**config.mk**
```make
export PLATFORM = sky130hd
export DESIGN_NAME = postfix_stack_evaluator_top
export DESIGN_NICKNAME = d
export VERILOG_FILES = /design/src/design/psev_pkg.sv /design/src/design/postfix_stack_evaluator_top.sv /design/src/design/psev_alu.sv
export SDC_FILE = /design/constraint.sdc
export NUM_CORES = 2
export LEC_CHECK = 0
export BUFFER_PORTS_ARGS = -buffer_cell sky130_fd_sc_hd__buf_2
export CAP_MARGIN = 20
export CORE_MARGIN = 2
export CORE_UTILIZATION = 52
export CTS_CLUSTER_DIAMETER = 60
export DETAILED_ROUTE_END_ITERATION = 10
export GPL_TIMING_DRIVEN = 0
export PLACE_DENSITY = 0.67
export SLEW_MARGIN = 15
export SYNTH_ARGS = -nofsm -noshare
export SYNTH_HDL_FRONTEND = slang
export SYNTH_HIERARCHICAL = 1
export SYNTH_SLANG_ARGS = --single-unit
export TNS_END_PERCENT = 5
```
**constraint.sdc**
```tcl
create_clock -name clk_i -period 26 [get_ports clk_i]
set_input_delay 7.8 -clock clk_i [delete_from_list [all_inputs] [get_ports clk_i]]
set_output_delay 7.8 -clock clk_i [all_outputs]
set_load 0.02 [all_outputs]
```
**src/design/psev_pkg.sv**
```systemverilog
// shared types and constants for the postfix stack evaluator
package psev_pkg;

  localparam int DataW      = 32;
  localparam int StackDepth = 64;
  localparam int CountW     = $clog2(StackDepth + 1);
  localparam int AddrW      = $clog2(StackDepth);
  localparam int DepthW     = 7;
  localparam int StepW      = $clog2(DataW);

  typedef enum logic [2:0] {
    OP_PUSH = 3'd0,
    OP_ADD  = 3'd1,
    OP_SUB  = 3'd2,
    OP_MUL  = 3'd3,
    OP_DIV  = 3'd4,
    OP_NEG  = 3'd5
  } op_e;

  typedef enum logic [1:0] {
    ST_OK   = 2'd0,
    ST_FEW  = 2'd1,
    ST_FULL = 2'd2,
    ST_DIVZ = 2'd3
  } status_e;

  typedef enum logic [1:0] {
    SEQ_IDLE,
    SEQ_LOAD,
    SEQ_WAIT
  } seq_state_e;

  typedef enum logic [1:0] {
    ALU_IDLE,
    ALU_DIV,
    ALU_SIGN
  } alu_state_e;

  typedef struct packed {
    logic start;
    op_e  op;
  } alu_req_t;

  typedef struct packed {
    logic             done;
    logic [DataW-1:0] result;
  } alu_rsp_t;

endpackage

```
**src/design/postfix_stack_evaluator_top.sv**
```systemverilog
// postfix stack evaluator top level: operand stack, sequencer and output register
// Usage: each input item (op_i, value_i) is one postfix operation on a 64-entry
// stack of 32-bit signed values: push, add, subtract, multiply, divide, negate.
// Every accepted item gives exactly one result item: the new top value (zero
// when empty), the depth, an empty flag and a status (ok, too few operands,
// stack full, divide by zero). On any error the stack is unchanged.
// Both channels use valid/stall; an item moves when valid is high and stall low.
// Push, negate, errors and unused op codes give their result in the cycle after
// acceptance. Add, subtract and multiply pass through the stack memory read
// register, the shared arithmetic unit and the output register. Divide goes
// through the bit-serial divider, which does one quotient bit per cycle.
// One item is worked on at a time; in_stall_o is high while an item is in
// flight and while a result is held in the output register under out_stall_i.
// The top of stack lives in a register, the entries below it in a memory.
// Reset empties the stack and clears the output register valid; no clearing
// pass is needed since only written entries are ever read.
module postfix_stack_evaluator_top import psev_pkg::*; (
  input  logic                    clk_i,
  input  logic                    rst_ni,
  input  logic                    in_valid_i,
  output logic                    in_stall_o,
  input  logic [2:0]              op_i,
  input  logic signed [DataW-1:0] value_i,
  output logic                    out_valid_o,
  input  logic                    out_stall_i,
  output logic signed [DataW-1:0] top_value_o,
  output logic [DepthW-1:0]       depth_o,
  output logic                    is_empty_o,
  output logic [1:0]              status_o
);

  logic [DataW-1:0] mem [StackDepth];
  logic [DataW-1:0] rd_data_q;
  logic             mem_we;
  logic [AddrW-1:0] wr_addr, rd_addr;
  logic [CountW-1:0] count_m1, count_m2;

  seq_state_e        state_q, state_d;
  logic [CountW-1:0] count_q, count_d;
  logic [DataW-1:0]  top_q, top_d;
  op_e               op_q, op_d;

  logic              out_valid_q, out_valid_d;
  logic [DataW-1:0]  out_top_q, out_top_d;
  logic [DepthW-1:0] out_depth_q, out_depth_d;
  logic              out_empty_q, out_empty_d;
  status_e           out_status_q, out_status_d;

  alu_req_t alu_req;
  alu_rsp_t alu_rsp;

  logic    out_free, accept, emit;
  status_e status;

  assign count_m1 = count_q - CountW'(1);
  assign count_m2 = count_q - CountW'(2);
  assign wr_addr  = count_m1[AddrW-1:0];
  assign rd_addr  = count_m2[AddrW-1:0];

  always_ff @(posedge clk_i) begin
    if (mem_we) begin
      mem[wr_addr] <= top_q;
    end
    rd_data_q <= mem[rd_addr];
  end

  psev_alu u_alu (
    .clk_i  (clk_i),
    .rst_ni (rst_ni),
    .req_i  (alu_req),
    .a_i    (rd_data_q),
    .b_i    (top_q),
    .rsp_o  (alu_rsp)
  );

  assign out_free   = !out_valid_q || !out_stall_i;
  assign in_stall_o = (state_q != SEQ_IDLE) || !out_free;
  assign accept     = in_valid_i && !in_stall_o;

  always_ff @(posedge clk_i or negedge rst_ni) begin
    if (!rst_ni) begin
      state_q     <= SEQ_IDLE;
      count_q     <= '0;
      out_valid_q <= 1'b0;
    end else begin
      state_q     <= state_d;
      count_q     <= count_d;
      out_valid_q <= out_valid_d;
    end
  end

  always_ff @(posedge clk_i) begin
    top_q        <= top_d;
    op_q         <= op_d;
    out_top_q    <= out_top_d;
    out_depth_q  <= out_depth_d;
    out_empty_q  <= out_empty_d;
    out_status_q <= out_status_d;
  end

  always_comb begin
    state_d       = state_q;
    count_d       = count_q;
    top_d         = top_q;
    op_d          = op_q;
    mem_we        = 1'b0;
    alu_req.start = 1'b0;
    alu_req.op    = op_q;
    emit          = 1'b0;
    status        = ST_OK;
    out_valid_d   = out_valid_q && out_stall_i;
    out_top_d     = out_top_q;
    out_depth_d   = out_depth_q;
    out_empty_d   = out_empty_q;
    out_status_d  = out_status_q;

    unique case (state_q)
      SEQ_IDLE: begin
        if (accept) begin
          op_d = op_e'(op_i);
          emit = 1'b1;
          unique case (op_e'(op_i))
            OP_PUSH: begin
              if (count_q == CountW'(StackDepth)) begin
                status = ST_FULL;
              end else begin
                mem_we  = (count_q != '0);
                top_d   = value_i;
                count_d = count_q + CountW'(1);
              end
            end
            OP_NEG: begin
              if (count_q == '0) begin
                status = ST_FEW;
              end else begin
                top_d = DataW'(0) - top_q;
              end
            end
            OP_ADD, OP_SUB, OP_MUL, OP_DIV: begin
              if (count_q < CountW'(2)) begin
                status = ST_FEW;
              end else if ((op_e'(op_i) == OP_DIV) && (top_q == '0)) begin
                status = ST_DIVZ;
              end else begin
                emit    = 1'b0;
                state_d = SEQ_LOAD;
              end
            end
            default: begin
              status = ST_OK;
            end
          endcase
        end
      end
      SEQ_LOAD: begin
        alu_req.start = 1'b1;
        state_d       = SEQ_WAIT;
      end
      SEQ_WAIT: begin
        if (alu_rsp.done && out_free) begin
          top_d   = alu_rsp.result;
          count_d = count_m1;
          emit    = 1'b1;
          state_d = SEQ_IDLE;
        end
      end
      default: begin
        state_d = SEQ_IDLE;
      end
    endcase

    if (emit) begin
      out_valid_d  = 1'b1;
      out_top_d    = (count_d != '0) ? top_d : '0;
      out_depth_d  = DepthW'(count_d);
      out_empty_d  = (count_d == '0);
      out_status_d = status;
    end
  end

  assign out_valid_o = out_valid_q;
  assign top_value_o = out_top_q;
  assign depth_o     = out_depth_q;
  assign is_empty_o  = out_empty_q;
  assign status_o    = out_status_q;

`ifndef NO_ASSERTIONS
  a_count_bound: assert property (@(posedge clk_i) disable iff (!rst_ni)
    count_q <= CountW'(StackDepth))
    else $error("stack count above capacity");

  a_busy_stalls: assert property (@(posedge clk_i) disable iff (!rst_ni)
    (state_q != SEQ_IDLE) |-> in_stall_o)
    else $error("input not stalled while an item is in flight");

  a_empty_flag: assert property (@(posedge clk_i) disable iff (!rst_ni)
    out_valid_o |-> (is_empty_o == (depth_o == '0)))
    else $error("empty flag disagrees with depth");

  a_divz_depth: assert property (@(posedge clk_i) disable iff (!rst_ni)
    (out_valid_o && (status_o == ST_DIVZ)) |-> (depth_o >= DepthW'(2)))
    else $error("divide by zero reported with fewer than two entries");

  a_alu_start: assert property (@(posedge clk_i) disable iff (!rst_ni)
    (state_q == SEQ_LOAD) |=> (state_q == SEQ_WAIT))
    else $error("sequencer skipped the arithmetic wait");
`endif

endmodule

```
**src/design/psev_alu.sv**
```systemverilog
// shared arithmetic unit: add, subtract and multiply with a registered result, divide bit-serially
module psev_alu import psev_pkg::*; (
  input  logic             clk_i,
  input  logic             rst_ni,
  input  alu_req_t         req_i,
  input  logic [DataW-1:0] a_i,
  input  logic [DataW-1:0] b_i,
  output alu_rsp_t         rsp_o
);

  alu_state_e       state_q, state_d;
  logic             done_q, done_d;
  logic [DataW-1:0] result_q, result_d;
  logic [DataW-1:0] rem_q, rem_d;
  logic [DataW-1:0] quo_q, quo_d;
  logic [DataW-1:0] den_q, den_d;
  logic             neg_q, neg_d;
  logic [StepW-1:0] step_q, step_d;

  logic [DataW-1:0] mag_a, mag_b, shifted;
  logic [DataW:0]   trial;

  assign mag_a   = a_i[DataW-1] ? (DataW'(0) - a_i) : a_i;
  assign mag_b   = b_i[DataW-1] ? (DataW'(0) - b_i) : b_i;
  assign shifted = {rem_q[DataW-2:0], quo_q[DataW-1]};
  assign trial   = {1'b0, shifted} - {1'b0, den_q};

  always_ff @(posedge clk_i or negedge rst_ni) begin
    if (!rst_ni) begin
      state_q <= ALU_IDLE;
      done_q  <= 1'b0;
    end else begin
      state_q <= state_d;
      done_q  <= done_d;
    end
  end

  always_ff @(posedge clk_i) begin
    result_q <= result_d;
    rem_q    <= rem_d;
    quo_q    <= quo_d;
    den_q    <= den_d;
    neg_q    <= neg_d;
    step_q   <= step_d;
  end

  always_comb begin
    state_d  = state_q;
    done_d   = done_q;
    result_d = result_q;
    rem_d    = rem_q;
    quo_d    = quo_q;
    den_d    = den_q;
    neg_d    = neg_q;
    step_d   = step_q;
    unique case (state_q)
      ALU_IDLE: begin
        if (req_i.start) begin
          unique case (req_i.op)
            OP_ADD: begin
              result_d = a_i + b_i;
              done_d   = 1'b1;
            end
            OP_SUB: begin
              result_d = a_i - b_i;
              done_d   = 1'b1;
            end
            OP_MUL: begin
              result_d = a_i * b_i;
              done_d   = 1'b1;
            end
            OP_DIV: begin
              rem_d   = '0;
              quo_d   = mag_a;
              den_d   = mag_b;
              neg_d   = a_i[DataW-1] ^ b_i[DataW-1];
              step_d  = '0;
              done_d  = 1'b0;
              state_d = ALU_DIV;
            end
            default: begin
              result_d = a_i;
              done_d   = 1'b1;
            end
          endcase
        end
      end
      ALU_DIV: begin
        if (!trial[DataW]) begin
          rem_d = trial[DataW-1:0];
          quo_d = {quo_q[DataW-2:0], 1'b1};
        end else begin
          rem_d = shifted;
          quo_d = {quo_q[DataW-2:0], 1'b0};
        end
        step_d = step_q + StepW'(1);
        if (step_q == StepW'(DataW - 1)) begin
          state_d = ALU_SIGN;
        end
      end
      ALU_SIGN: begin
        result_d = neg_q ? (DataW'(0) - quo_q) : quo_q;
        done_d   = 1'b1;
        state_d  = ALU_IDLE;
      end
      default: begin
        state_d = ALU_IDLE;
      end
    endcase
  end

  assign rsp_o.done   = done_q;
  assign rsp_o.result = result_q;

endmodule

```
==> Word-level counts from Yosys, hierarchy flattened <==
Memories as Yosys holds them, arrays and structs flattened. A register that Yosys moved wholly into a read port is not among the register bits.
Cells that the tools add are included.
{ "word_totals": {"regBits": 223, "ram_bits": 2048, "word_cells": 145, "n_memories": 1} }
{ "op_classes": {"addsub": 10, "n_mul": 1, "magnitude_cmp": 1, "eq_ne": 24, "mux": 60, "n_bitwise": 1, "n_reduce_logical": 29} }
{ "memory_table": {"columns": ["memory", "words", "width", "read_ports", "rd_clocked_by_memory_dff", "write_ports", "line_no", "text"], "rows": [
  ["mem", 64, 32, 1, 1, 1, "postfix_stack_evaluator_top.sv:32", "logic [DataW-1:0] mem [StackDepth];"]
]} }
{ "ops": {"columns": ["op", "n"], "rows": [
  ["two-way mux 32 bit", 9],
  ["one-hot mux 32 bit (2 select lines)", 4],
  ["one-hot mux 32 bit (4 select lines)", 1],
  ["two-way mux 31 bit", 4],
  ["subtractor 1 x 32 -> 32 bit, first input constant", 3],
  ["one-hot mux 31 bit (2 select lines)", 1],
  ["subtractor 32 x 32 -> 33 bit", 1],
  ["adder 32 bit", 1],
  ["logical NOT 32 bit", 1],
  ["multiplier 32 x 32 -> 32 bit", 1],
  ["subtractor 32 bit", 1],
  ["two-way mux 7 bit", 4],
  ["two-way mux 2 bit", 11],
  ["two-way mux 1 bit", 17],
  ["logical NOT 7 bit", 2],
  ["!= test 2 bit, second input constant", 7],
  ["one-hot mux 7 bit (2 select lines)", 1],
  ["nonzero test 7 bit", 2],
  ["== test 3 x 2 -> 1 bit, second input constant", 4],
  ["one-hot mux 2 bit (3 select lines)", 2],
  ["AND reduction 3 bit", 4],
  ["two-way mux 5 bit", 2],
  ["one-hot mux 5 bit (2 select lines)", 1],
  ["== test 3 bit, second input constant", 3],
  ["other kinds (23)", 39]
]} }

==> Depth between registers and ports, before layout <==
{ "logic_depth": {"ltp_word": 10, "depth_mapped": 28} }

==> By module <==
Netlist, hierarchy kept.
{ "modules_own_cells": {"columns": ["mod", "instances", "cells_per_inst", "area_each_um2"], "rows": [
  ["postfix_stack_evaluator_top", 1, 3696, 83596.4],
  ["psev_alu", 1, 3027, 27131.0]
]} }

==> Worst setup path after synthesis <==
No wires, ideal clock.
{ "synth_path": {"kind": "input -> output", "from": "input out_stall_i", "to": "output in_stall_o", "arrival_time_ns": 8.018, "required_time_ns": 18.200, "path_slack_ns": 10.182, "cell_stages": 2, "n_path_buf": 0, "cell_sequence": "nand2_1 > nand2_1"} }
{ "synth_between": {"elab_chain_cells": 4} }
{ "synth_rtl": {"columns": ["element", "line_no", "text"], "rows": [
  ["start, declared", "postfix_stack_evaluator_top.sv:25", "input logic out_stall_i,"],
  ["logical NOT 1 bit", "postfix_stack_evaluator_top.sv:76", "assign out_free = !out_valid_q || !out_stall_i;"],
  ["logical OR 1 bit", "postfix_stack_evaluator_top.sv:76", null],
  ["logical NOT 1 bit", "postfix_stack_evaluator_top.sv:77", "assign in_stall_o = (state_q != SEQ_IDLE) || !out_free;"],
  ["logical OR 1 bit", "postfix_stack_evaluator_top.sv:77", null],
  ["end, declared", "postfix_stack_evaluator_top.sv:21", "output logic in_stall_o,"]
]} }
Every way passes these cells.

==> Worst setup path in the final report <==
Same ends and word-level chain as after synthesis.

==> results.md <==
* VDD IR max at 0.0776 mV
* Overflow after GRT at 0
* Area Growth Syn to Fin at 13.6%
* Hold path endpoint: u_alu/done_q
* # Max-Cap Violations at 0
* Initial Util at 52.3%
* M2 GR Usage at 47.8%
* Via Count at 65,900
* RSZ-0062 raised after global routing: false
* FF-to-FF setup slack at 15,490 ps
* Synth area leaders: edfxtp_1, mux4_2, fa_1
* Worst r2r path cells at 26
* CP Class: in2out
* Final core occ at 59.4%
* Status: finished clean
* Clock period minus worst slack at 16,070 ps
* GRT Max-Usage Layer: met2
* Post-synth EDFFs at 2,226
* Tightest Pin Transition at 1270 ps
* Worst Setup End Kind: primary output
* Largest buffer count on any clock path at 3
* Worst endpoint data arrival time at 8270 ps
* Syn_nets at 7,370
* Max stage delay on crit path at 180 ps
* Post-route ant nets at 0
* CP max FO at 5
* Sequential area share after synthesis at 61.8%
* Largest net degree at the start of global routing at 73
* First-pass GRT wire length at 483 mm
* Initial DRC count at 9,567
* Clk root buf: clkbuf_16
* Critical path buffers and inverters at 2
* Clk Latency, worst-skew pair at 860 ps
* Worst hold start: u_alu/done_q
* Synth Warn # at 6
* Die area at 217,000 µm²
* Fillers at 15,800
* Num rows at 169
* Final hold violation count at 0
* Yosys cell types at 95
* Synth Instances at 6,723
* Setup bufs post-CTS at 0
* Static Leak at 0.0464 µW
* Clock transition at path regs at 60 ps
* Vias in the first global route at 64,800
* TritonCTS Buffers at 216
* Total power at 7440 µW
* Final setup viols at 0
* Mean Syn Cell Area at 16.5 µm²
* Finished Cell Area at 126,000 µm²
* Initial antenna violation count at 26
* M3 GR Usage at 7.67%
* Total track usage at 31.7%
* Gpl congestion at 1.01
* Critical path depth at 4
* Setup TNS at 0 ps
* Synth top area share at 60.4%
* Sink Count at 2,303
* Post-synth top cells: edfxtp_1, mux4_2, nand2_1
* H-tree depth at 4
* IO Port Bufs at 82
* DPL Wire Length at 244 mm
* Footprint of the multi-input gates at 39,600 µm²
* M1 GR Usage at 44.9%
* Reg area at 68,600 µm²
* Area after DPL at 119,000 µm²
* DRC Markers at 0
* Reg-to-Reg Start: top_q[8]
* Total I/O pin count at 83
* Area leader, netlist: edfxtp_1
* Hold path depth at 1
* Hold/Removal Path Class: reg2reg
* DR vias/cell at 6.47
* Achievable Freq at 62.2 MHz
* Critical path, cell by cell: buf_2 > nand2_1 > nand2_1 > buf_2
* CP Launch Type: input port
* DR pass1 iterations at 6
* Ys async rst share at 0.564%
* Share of layout cells above drive strength 1 at 18.9%
* Die Y at 465 µm
* Clk_skew at 89.0 ps
* Rel. slew slack at 15.3%
* # resized after CTS at 0
* Synth Flop Type: edfxtp_1
* Max-slew violation count at 0
* CP max-delay cell: buf_2
* DRT Wirelength at 342 mm
* Final Cycle Share at 61.8%
* Crit path required time at 18,200 ps
* Core area at 212,000 µm²
* Hold-fix buffers at CTS at 0
* R2R Path End: u_alu/result_q[31]
* WL/cell at 33.5 µm
* Most frequent cell after synthesis: edfxtp_1
* Number of synthesized register bits at 2,303
* Worst Setup SP: out_stall_i
* Die width at 465 µm
* Pwr Density at 59.1 nW/µm²
* Cell family with most CP delay: buffers and inverters
* Final nets at 7,821
* Mapped Area at 111,000 µm²
* TritonCTS clock tree: built
[logic make-up after synthesis]
kind of cell	after synthesis	share of synthesized area, %
DFF	2303	61.8
and+or+nand+nor	1345	6.02
buffers and inverters	828	2.88
AOI/OAI and AO/OA	697	4.18
muxes	675	13.3
adders and majority gates	608	9.65
xor gates and xnor gates	267	2.11
[layer usage]
metal	part of all wire (%)	wire, µm
met5	0.0088	30
met4	4.6	15700
met3	12	40100
met2	45	154000
met1	39	132000
[flip-flops by register name, indices dropped and copies added (netlist names)]
name and cells:
rd_data_q 32, is_empty_o 1, top_q 32, depth_o 7, u_alu/quo_q 32, u_alu/neg_q 1
mem 2048, u_alu/state_q 2, u_alu/step_q 5, out_valid_o 1, state_q 2, top_value_o 32
u_alu/den_q 32, status_o 2, u_alu/done_q 1, u_alu/rem_q 31, count_q 7, u_alu/result_q 32
op_q 3
[cells in the final DEF (no fill, tap or decap), types with 32 or more instances in the layout]
cell and count:
a21o_1 33, a21oi_1 172, a22oi_1 66, and2_1 340, buf_12 38, buf_16 89, buf_2 133, clkbuf_1 335
clkbuf_16 219, clkinv_1 50, clkinv_2 37, dfxtp_1 32, edfxtp_1 2226, fa_1 410, ha_1 198, inv_1 446
mux4_2 640, nand2_1 485, nand3_1 51, nor2_1 160, nor2_4 65, nor3_1 49, o21a_1 32, o21ai_0 151
o31ai_1 39, or3_1 37, xnor2_1 154, xor2_1 111
[power breakdown]
group          leakage [µW]  switching [µW]  internal, µW
clock network       0.00338            1400          1710
logic                0.0194             177           104
registers            0.0237            9.83          4030
total                0.0464            1590          5850
[cell type report]
type	instances	area share (%)
Tap cell	2821	2.81
Inverter	448	1.34
Sequential cell	2303	54.5
Timing Repair Buffer	233	3.10
Antenna cell	18	0.0358
Clock inverter	135	1.02
Multi-Input combinational cell	3592	31.5
Clock buffer	266	4.50
Buffer	380	1.22
[how the worst max path moves through the flow]
stage / end / slack [ps]
after floorplan: in_stall_o / 10180
after global placement: in_stall_o / 9940
after detailed placement: in_stall_o / 9940
after CTS: in_stall_o / 9940
after global routing: in_stall_o / 9870
final: in_stall_o / 9930
[stage by stage]
step                      hold slack [ps]  worst slack [ps]  instances
final                                 506              9930      10200
after global placement                468              9940       9626
after floorplan                       435             10180       6723
after detailed placement              475              9940       9765
after CTS                             492              9940      10200
after global routing                  498              9870      10200
Power figures use the tool's default switching activity.
